$ cat src/sv/ratu_pkg.sv
// shared types and constants for the rational add/multiply unit
package ratu_pkg;

    localparam int WORD_WIDTH = 32;
    localparam int DEN_WIDTH  = 31;
    localparam int CNT_WIDTH  = $clog2(WORD_WIDTH + 1);

    typedef logic signed [WORD_WIDTH-1:0] word_t;
    typedef logic        [WORD_WIDTH-1:0] uword_t;

    localparam word_t WORD_MIN = {1'b1, {(WORD_WIDTH-1){1'b0}}};
    localparam word_t WORD_ONE = word_t'(1);
    localparam word_t WORD_NEG_ONE = {WORD_WIDTH{1'b1}};

    typedef enum logic {
        MODE_ADD = 1'b0,
        MODE_MUL = 1'b1
    } mode_t;

    typedef struct packed {
        logic  mode;
        word_t num_a;
        word_t den_a;
        word_t num_b;
        word_t den_b;
    } in_word_t;

    typedef struct packed {
        word_t                 res_num;
        logic [DEN_WIDTH-1:0]  res_den;
        logic                  overflow;
    } out_word_t;

    typedef struct packed {
        logic  start;
        word_t a;
        word_t b;
    } div_req_t;

    typedef struct packed {
        logic  done;
        word_t quot;
        word_t rem;
        logic  ovf;
    } div_rsp_t;

    typedef enum logic [3:0] {
        ST_IDLE,
        ST_NORM,
        ST_GCD,
        ST_DIVW,
        ST_NDONE,
        ST_LMUL,
        ST_L3,
        ST_P1,
        ST_P2,
        ST_SUM,
        ST_MULN,
        ST_MULD,
        ST_OUT
    } state_t;

    typedef enum logic [2:0] {
        DOP_GCD,
        DOP_NN,
        DOP_ND,
        DOP_L1,
        DOP_L3,
        DOP_L4
    } dop_t;

    typedef enum logic [1:0] {
        PH_A,
        PH_B,
        PH_R
    } phase_t;

    typedef enum logic {
        CTX_NORM,
        CTX_LCM
    } ctx_t;

endpackage

$ cat src/sv/ratu_div.sv
// iterative signed divider, one quotient bit per cycle, truncating
module ratu_div (
    input  logic              aclk,
    input  logic              aresetn,
    input  ratu_pkg::div_req_t req,
    output ratu_pkg::div_rsp_t rsp
);
    import ratu_pkg::*;

    logic                 busy_reg, busy_next;
    logic                 done_reg, done_next;
    logic [CNT_WIDTH-1:0] cnt_reg, cnt_next;
    uword_t               q_reg, q_next;
    uword_t               r_reg, r_next;
    uword_t               d_reg, d_next;
    logic                 sq_reg, sq_next;
    logic                 sr_reg, sr_next;
    logic                 ov_reg, ov_next;
    logic [WORD_WIDTH:0]  shifted;
    logic                 ge;

    always_ff @(posedge aclk) begin
        if (!aresetn) begin
            busy_reg <= 1'b0;
            done_reg <= 1'b0;
        end else begin
            busy_reg <= busy_next;
            done_reg <= done_next;
        end
        cnt_reg <= cnt_next;
        q_reg   <= q_next;
        r_reg   <= r_next;
        d_reg   <= d_next;
        sq_reg  <= sq_next;
        sr_reg  <= sr_next;
        ov_reg  <= ov_next;
    end

    always_comb begin
        busy_next = busy_reg;
        done_next = 1'b0;
        cnt_next  = cnt_reg;
        q_next    = q_reg;
        r_next    = r_reg;
        d_next    = d_reg;
        sq_next   = sq_reg;
        sr_next   = sr_reg;
        ov_next   = ov_reg;
        shifted   = {r_reg, q_reg[WORD_WIDTH-1]};
        ge        = (shifted >= {1'b0, d_reg});
        if (busy_reg) begin
            r_next   = ge ? uword_t'(shifted - {1'b0, d_reg}) : shifted[WORD_WIDTH-1:0];
            q_next   = {q_reg[WORD_WIDTH-2:0], ge};
            cnt_next = cnt_reg - 1'b1;
            if (cnt_reg == CNT_WIDTH'(1)) begin
                busy_next = 1'b0;
                done_next = 1'b1;
            end
        end else if (req.start) begin
            busy_next = 1'b1;
            cnt_next  = CNT_WIDTH'(WORD_WIDTH);
            q_next    = req.a[WORD_WIDTH-1] ? uword_t'(-req.a) : uword_t'(req.a);
            d_next    = req.b[WORD_WIDTH-1] ? uword_t'(-req.b) : uword_t'(req.b);
            r_next    = '0;
            sq_next   = req.a[WORD_WIDTH-1] ^ req.b[WORD_WIDTH-1];
            sr_next   = req.a[WORD_WIDTH-1];
            ov_next   = (req.a == WORD_MIN) && (req.b == WORD_NEG_ONE);
        end
    end

    assign rsp.done = done_reg;
    assign rsp.quot = sq_reg ? word_t'(-q_reg) : word_t'(q_reg);
    assign rsp.rem  = sr_reg ? word_t'(-r_reg) : word_t'(r_reg);
    assign rsp.ovf  = ov_reg;

endmodule

$ cat src/sv/rational_add_mult_unit.sv
// top level of the rational add/multiply unit
// adds (mode 0) or multiplies (mode 1) two fractions and returns the result
// reduced, with a positive denominator and the sign in the numerator
// s_ channel: one input word per item, taken only while the unit is idle
// m_ channel: one result word per item; overflow marks any wrapped step
// each item runs through a sequencer around one shared iterative divider
// and one combinational word multiplier whose product is registered
// an item runs three normalizations, each a euclid gcd (one division per
// step) and two divisions; add needs one more gcd and three divisions, and
// operands with long euclid chains take longer
// the next item is taken once the result has been taken
// reset returns the sequencer to idle; a stalled receiver holds the result
// word and the unit takes no input until it is accepted
module rational_add_mult_unit (
    input  logic                aclk,
    input  logic                aresetn,
    input  logic                s_valid,
    output logic                s_ready,
    input  ratu_pkg::in_word_t  s_word,
    output logic                m_valid,
    input  logic                m_ready,
    output ratu_pkg::out_word_t m_word
);
    import ratu_pkg::*;

    state_t    state_reg, state_next;
    dop_t      dop_reg, dop_next;
    phase_t    phase_reg, phase_next;
    ctx_t      ctx_reg, ctx_next;
    in_word_t  in_reg, in_next;
    out_word_t out_reg, out_next;
    word_t     nx_reg, nx_next, dx_reg, dx_next;
    word_t     ga_reg, ga_next, gb_reg, gb_next, g_reg, g_next;
    word_t     na_reg, na_next, da_reg, da_next, nb_reg, nb_next, db_reg, db_next;
    word_t     lcd_reg, lcd_next, q1_reg, q1_next, q2_reg, q2_next;
    logic      ovf_reg, ovf_next;

    div_req_t  dreq;
    div_rsp_t  drsp;

    word_t                        mul_a, mul_b;
    logic signed [2*WORD_WIDTH-1:0] prod;
    word_t                        mul_res;
    logic                         mul_ovf;
    word_t                        sum;
    logic                         sum_ovf;
    logic                         zero_in;
    word_t                        n1, d1, gabs;

    ratu_div u_div (
        .aclk    (aclk),
        .aresetn (aresetn),
        .req     (dreq),
        .rsp     (drsp)
    );

    assign prod    = mul_a * mul_b;
    assign mul_res = prod[WORD_WIDTH-1:0];
    assign mul_ovf = prod[2*WORD_WIDTH-1:WORD_WIDTH-1] != {(WORD_WIDTH+1){prod[WORD_WIDTH-1]}};
    assign sum     = q1_reg + q2_reg;
    assign sum_ovf = (q1_reg[WORD_WIDTH-1] == q2_reg[WORD_WIDTH-1]) &&
                     (sum[WORD_WIDTH-1] != q1_reg[WORD_WIDTH-1]);

    always_ff @(posedge aclk) begin
        if (!aresetn) begin
            state_reg <= ST_IDLE;
        end else begin
            state_reg <= state_next;
        end
        dop_reg   <= dop_next;
        phase_reg <= phase_next;
        ctx_reg   <= ctx_next;
        in_reg    <= in_next;
        out_reg   <= out_next;
        nx_reg    <= nx_next;
        dx_reg    <= dx_next;
        ga_reg    <= ga_next;
        gb_reg    <= gb_next;
        g_reg     <= g_next;
        na_reg    <= na_next;
        da_reg    <= da_next;
        nb_reg    <= nb_next;
        db_reg    <= db_next;
        lcd_reg   <= lcd_next;
        q1_reg    <= q1_next;
        q2_reg    <= q2_next;
        ovf_reg   <= ovf_next;
    end

    always_comb begin
        state_next = state_reg;
        dop_next   = dop_reg;
        phase_next = phase_reg;
        ctx_next   = ctx_reg;
        in_next    = in_reg;
        out_next   = out_reg;
        nx_next    = nx_reg;
        dx_next    = dx_reg;
        ga_next    = ga_reg;
        gb_next    = gb_reg;
        g_next     = g_reg;
        na_next    = na_reg;
        da_next    = da_reg;
        nb_next    = nb_reg;
        db_next    = db_reg;
        lcd_next   = lcd_reg;
        q1_next    = q1_reg;
        q2_next    = q2_reg;
        ovf_next   = ovf_reg;
        dreq       = '0;
        mul_a      = na_reg;
        mul_b      = nb_reg;
        zero_in    = (nx_reg == '0) || (dx_reg == '0);
        n1         = zero_in ? word_t'(0) : nx_reg;
        d1         = zero_in ? WORD_ONE : dx_reg;
        gabs       = ga_reg[WORD_WIDTH-1] ? word_t'(-ga_reg) : ga_reg;
        s_ready    = 1'b0;
        m_valid    = 1'b0;

        case (state_reg)
            ST_IDLE: begin
                s_ready = 1'b1;
                if (s_valid) begin
                    in_next    = s_word;
                    nx_next    = s_word.num_a;
                    dx_next    = s_word.den_a;
                    phase_next = PH_A;
                    ovf_next   = 1'b0;
                    state_next = ST_NORM;
                end
            end
            ST_NORM: begin
                if (d1[WORD_WIDTH-1]) begin
                    if (n1 == WORD_MIN || d1 == WORD_MIN) begin
                        ovf_next = 1'b1;
                    end
                    nx_next = word_t'(-n1);
                    dx_next = word_t'(-d1);
                    ga_next = word_t'(-n1);
                    gb_next = word_t'(-d1);
                end else begin
                    nx_next = n1;
                    dx_next = d1;
                    ga_next = n1;
                    gb_next = d1;
                end
                ctx_next   = CTX_NORM;
                state_next = ST_GCD;
            end
            ST_GCD: begin
                if (gb_reg == '0) begin
                    if (ga_reg == WORD_MIN) begin
                        ovf_next = 1'b1;
                    end
                    g_next     = (gabs == '0) ? WORD_ONE : gabs;
                    dreq.start = 1'b1;
                    dreq.b     = (gabs == '0) ? WORD_ONE : gabs;
                    if (ctx_reg == CTX_NORM) begin
                        dreq.a   = nx_reg;
                        dop_next = DOP_NN;
                    end else begin
                        dreq.a   = da_reg;
                        dop_next = DOP_L1;
                    end
                end else begin
                    dreq.start = 1'b1;
                    dreq.a     = ga_reg;
                    dreq.b     = gb_reg;
                    dop_next   = DOP_GCD;
                end
                state_next = ST_DIVW;
            end
            ST_DIVW: begin
                if (drsp.done) begin
                    case (dop_reg)
                        DOP_GCD: begin
                            ga_next    = gb_reg;
                            gb_next    = drsp.rem;
                            state_next = ST_GCD;
                        end
                        DOP_NN: begin
                            nx_next    = drsp.quot;
                            ovf_next   = ovf_reg | drsp.ovf;
                            dreq.start = 1'b1;
                            dreq.a     = dx_reg;
                            dreq.b     = g_reg;
                            dop_next   = DOP_ND;
                        end
                        DOP_ND: begin
                            dx_next    = drsp.quot;
                            ovf_next   = ovf_reg | drsp.ovf;
                            state_next = ST_NDONE;
                        end
                        DOP_L1: begin
                            q1_next    = drsp.quot;
                            ovf_next   = ovf_reg | drsp.ovf;
                            state_next = ST_LMUL;
                        end
                        DOP_L3: begin
                            q1_next    = drsp.quot;
                            ovf_next   = ovf_reg | drsp.ovf;
                            dreq.start = 1'b1;
                            dreq.a     = lcd_reg;
                            dreq.b     = db_reg;
                            dop_next   = DOP_L4;
                        end
                        DOP_L4: begin
                            q2_next    = drsp.quot;
                            ovf_next   = ovf_reg | drsp.ovf;
                            state_next = ST_P1;
                        end
                        default: begin
                            state_next = ST_IDLE;
                        end
                    endcase
                end
            end
            ST_NDONE: begin
                case (phase_reg)
                    PH_A: begin
                        na_next    = nx_reg;
                        da_next    = dx_reg;
                        nx_next    = in_reg.num_b;
                        dx_next    = in_reg.den_b;
                        phase_next = PH_B;
                        state_next = ST_NORM;
                    end
                    PH_B: begin
                        nb_next = nx_reg;
                        db_next = dx_reg;
                        if (in_reg.mode == MODE_MUL) begin
                            state_next = ST_MULN;
                        end else begin
                            ga_next    = da_reg;
                            gb_next    = dx_reg;
                            ctx_next   = CTX_LCM;
                            state_next = ST_GCD;
                        end
                    end
                    default: begin
                        out_next.res_num  = nx_reg;
                        out_next.res_den  = dx_reg[DEN_WIDTH-1:0];
                        out_next.overflow = ovf_reg;
                        state_next        = ST_OUT;
                    end
                endcase
            end
            ST_LMUL: begin
                mul_a      = q1_reg;
                mul_b      = db_reg;
                lcd_next   = mul_res;
                ovf_next   = ovf_reg | mul_ovf;
                state_next = ST_L3;
            end
            ST_L3: begin
                dreq.start = 1'b1;
                dreq.a     = lcd_reg;
                dreq.b     = da_reg;
                dop_next   = DOP_L3;
                state_next = ST_DIVW;
            end
            ST_P1: begin
                mul_a      = na_reg;
                mul_b      = q1_reg;
                q1_next    = mul_res;
                ovf_next   = ovf_reg | mul_ovf;
                state_next = ST_P2;
            end
            ST_P2: begin
                mul_a      = nb_reg;
                mul_b      = q2_reg;
                q2_next    = mul_res;
                ovf_next   = ovf_reg | mul_ovf;
                state_next = ST_SUM;
            end
            ST_SUM: begin
                nx_next    = sum;
                dx_next    = lcd_reg;
                ovf_next   = ovf_reg | sum_ovf;
                phase_next = PH_R;
                state_next = ST_NORM;
            end
            ST_MULN: begin
                mul_a      = na_reg;
                mul_b      = nb_reg;
                nx_next    = mul_res;
                ovf_next   = ovf_reg | mul_ovf;
                state_next = ST_MULD;
            end
            ST_MULD: begin
                mul_a      = da_reg;
                mul_b      = db_reg;
                dx_next    = mul_res;
                ovf_next   = ovf_reg | mul_ovf;
                phase_next = PH_R;
                state_next = ST_NORM;
            end
            ST_OUT: begin
                m_valid = 1'b1;
                if (m_ready) begin
                    state_next = ST_IDLE;
                end
            end
            default: begin
                state_next = ST_IDLE;
            end
        endcase
    end

    assign m_word = out_reg;

endmodule

$ cat config.mk
export PLATFORM = sky130hd
export DESIGN_NAME = rational_add_mult_unit
export DESIGN_NICKNAME = d
export VERILOG_FILES = /design/src/sv/ratu_pkg.sv /design/src/sv/ratu_div.sv /design/src/sv/rational_add_mult_unit.sv
export SDC_FILE = /design/constraint.sdc
export NUM_CORES = 2
export LEC_CHECK = 0
export ABC_AREA = 1
export ABC_CLOCK_PERIOD_IN_PS = 11200
export BUFFER_PORTS_ARGS = -buffer_cell sky130_fd_sc_hd__buf_4
export CAP_MARGIN = 20
export CORE_ASPECT_RATIO = 1.4
export CORE_MARGIN = 2
export CORE_UTILIZATION = 45
export DETAILED_ROUTE_END_ITERATION = 7
export PLACE_DENSITY = 0.72
export RECOVER_POWER = 100
export SYNTH_ARGS = -nofsm -noshare
export SYNTH_HDL_FRONTEND = slang
export SYNTH_HIERARCHICAL = 1
export SYNTH_SLANG_ARGS = --single-unit
$ cat constraint.sdc
create_clock -name aclk -period 11.2 [get_ports aclk]
set_clock_uncertainty 0.2 [all_clocks]
set_input_delay 0.56 -clock aclk [delete_from_list [all_inputs] [get_ports aclk]]
set_output_delay 0.56 -clock aclk [all_outputs]
set_load 0.01 [all_outputs]
==> flow_summary.ini <==
[outcome]
outcome = finished with violations
violations = negative hold slack, max-capacitance violations, max-slew violations, negative setup slack

[detailed_routing]
via_per_inst = 6.08
drc_errors = 0
via_count = 75500
final_antenna_net_count = 0
wire_per_inst_um = 34.7
totalWireLength_um = 431000
drt_iter0_markers = 10300
drtPass1Iterations = 6

[sta]
setup_ws_ps = -103
period_share = 1.01
fin_hold_ws_ps = -1.61
worst_slew_margin_rel = -3.68
rsz0062_at_grt = no
fmax_ghz = 0.0885
finalHoldViolations = 1
period_needed_ps = 11300
worstMarginPinSlew_ps = 7030
setup_violations = 1
drv_slew = 1137

[global_routing]
overflow = 0
grt_antenna_before_repair = 50
grt_start_max_net_pins = 114
grt_usage = 0.489
grt_pass1_vias = 76600
grt_pass1_wl_um = 591000

[floorplan]
placementRows = 180
initial_utilization = 0.454
die_h_um = 496
ios = 199
die_w_um = 356
dieArea_um2 = 177000
core_area_um2 = 172000

[worst_setup_path]
crit_arrival_ps = 11530
cpMaxStageDelayCell = a221oi_1
rrSetupSlack_ps = -100
rr_startpoint = state_reg[3]
cp-start-kind = flip-flop
rr_worst_depth = 39
required_ps = 11430
cpPeakStageDelay_ps = 1050
r2r-end = nx_reg[21]
end_kind = flip-flop
crit_top_cell = nand2_1
crit_type = reg2reg
critPathMaxFanout = 32

[clocking]
cts.sinks = 631
h-tree-depth = 3
clkTransAtPathRegs_ps = 60
clkLatencyLatePin_ps = 750
cts_made_buffers = 73
cts_tree = done
cts_max_path_buffers = 3
cts-root-buf = clkbuf_16

[final_layout]
final_area_um2 = 86600
fin_nets = 11500
multi_input_area_um2 = 50800
drive_gt1_frac = 0.0708
area_growth_syn_to_layout_pct = 11.1
nFillCells = 16900
seq_area_um2 = 18900
largest_register_ffs = 65

[logic_synthesis]
synth.distinct_cells = 72
async_flop_share = 0
synthCells = 9693
syn_area_um2 = 77900
ys_seq_elements = 631
synth_ff_type = edfxtp_1
ys_warn_count = 6
syn_area_per_cell_um2 = 8.04
synth_area_leaders = fa_1, edfxtp_1, nand2_1
synth_fp_nets = 11200
yosysSeqAreaShare = 0.242
synth_area_leader_cell = fa_1
synth_edf_count = 625
netlist.area_leader.share = 0.278

[worst_hold_path]
hp-class = in2reg
hp-start = s_word[71]
min_to = dx_reg[7]
holdPathStages = 3

[place]
gp_congestion = 1.17
portBuffers = 198
postPlaceCellArea_um2 = 83600
place_hpwl_um = 350000

[job]
max-cap-violations = 30
[worst max path at each step]
stage / from / endpoint / cells past startpoint / slack, ps
final: state_reg[3] / nx_reg[21] / 39 / -100
after global routing: state_reg[3] / ovf_reg / 46 / 10
after CTS: state_reg[3] / ovf_reg / 38 / 140
after detailed placement: state_reg[3] / ovf_reg / 38 / 200
after global placement: state_reg[3] / ovf_reg / 40 / 110
after floorplan: state_reg[3] / ovf_reg / 48 / 1840
[logic make-up (layout without fill, tap and decap cells)]
kind of cell / after synthesis / count (layout) / synth area share
other: 0 / 25 / 0
buffers and inverters: 2132 / 2556 / 0.108
AOI/OAI and AO/OA: 1005 / 1005 / 0.0779
xor gates and xnor gates: 185 / 185 / 0.0208
DFF: 631 / 631 / 0.242
adders and majority gates: 1341 / 1341 / 0.320
and+or+nand+nor: 4399 / 4399 / 0.232
[cells in the mapped netlist (all sizes together), types with 2 or more instances]
library cell / n
nand2: 2629
inv: 1751
fa: 1084
nor2: 1014
edfxtp: 625
nand3: 499
o21ai: 359
a21oi: 261
ha: 257
buf: 199
clkbuf: 174
xor2: 148
nand4: 106
o22ai: 82
o211ai: 70
a22oi: 62
nor3: 57
a211oi: 47
xnor2: 37
a221oi: 32
nor4: 31
or2: 26
nand3b: 19
o41ai: 14
and2: 13
o2111ai: 12
o21bai: 12
o31ai: 12
a31oi: 10
clkinv: 8
o221ai: 7
dfxtp: 6
a21o: 5
a2111oi: 4
a41oi: 3
nor3b: 3
a311oi: 2
a32o: 2
o21a: 2
o311ai: 2
[layout by cell type (no fill, tap or decap), types with 11 or more instances in the layout]
cell type	n
o211ai_1	70
inv_1	1702
o2111ai_1	12
diode_2	25
clkbuf_1	163
and2_1	12
clkinv_1	17
nand4_1	106
a211oi_1	45
nand3_1	494
xnor2_1	37
a22oi_1	62
buf_12	14
xor2_1	148
o41ai_1	11
ha_1	256
nor2_1	963
o21bai_1	12
clkbuf_16	73
buf_4	326
nor4_1	30
a21oi_1	258
nor2_4	18
or2_2	20
nand2_2	22
fa_1	1081
dlygate4sd3_1	94
o21ai_1	18
edfxtp_1	625
a221oi_1	32
nand2_1	2602
inv_2	45
nand3b_1	19
nor2_2	31
o31ai_1	11
nor3_1	50
o21ai_0	332
clkbuf_4	63
o22ai_1	82
[what timing repair did]
action / in CTS / in global routing
setup endpoints to repair: 0 / 4
hold buffers: 94 / 0
gates resized for setup: 0 / 22
endpoints found under the hold margin: 98 / 0
setup buffers: 0 / 7
[stage by stage]
stage                      util  cells  hold WS, ps  worst slack (ps)  setup TNS [ps]
after floorplan               -   9693          217              1840               0
after detailed placement  0.486  12200          370               202               0
after global routing      0.503  12400         17.5              11.2               0
after CTS                 0.507  12400         1.07               136               0
after global placement    0.486  12100          368               111               0
final                     0.504  12400        -1.61              -103            -103
[worst max-delay path: cells and delay by family, from the launching register on]
kind	cells	cell delay, ps
compound gates	3	1360
xor+xnor	1	390
fa+ha+maj	9	4140
buf+inv	12	1890
flops	1	490
simple gates	14	2440
[per-layer routing]
layer,global-route usage,routed length [um]
met5,0.000270,105
met4,0.557,63500
met3,0.118,41300
met2,0.780,195000
met1,0.497,132000
[cell type report]
class,instances,share of cell area
antenna,25,0.000723
clock buffer,83,0.0215
clock inverter,52,0.00786
inverter,1759,0.0765
multi-input combinational,6930,0.587
sequential,631,0.218
tap,2275,0.0329
timing repair buffer,662,0.0554
Power is left out: the tool's default activity adds up to more than one toggle a clock period on the data nets, which glitch-free logic cannot reach.
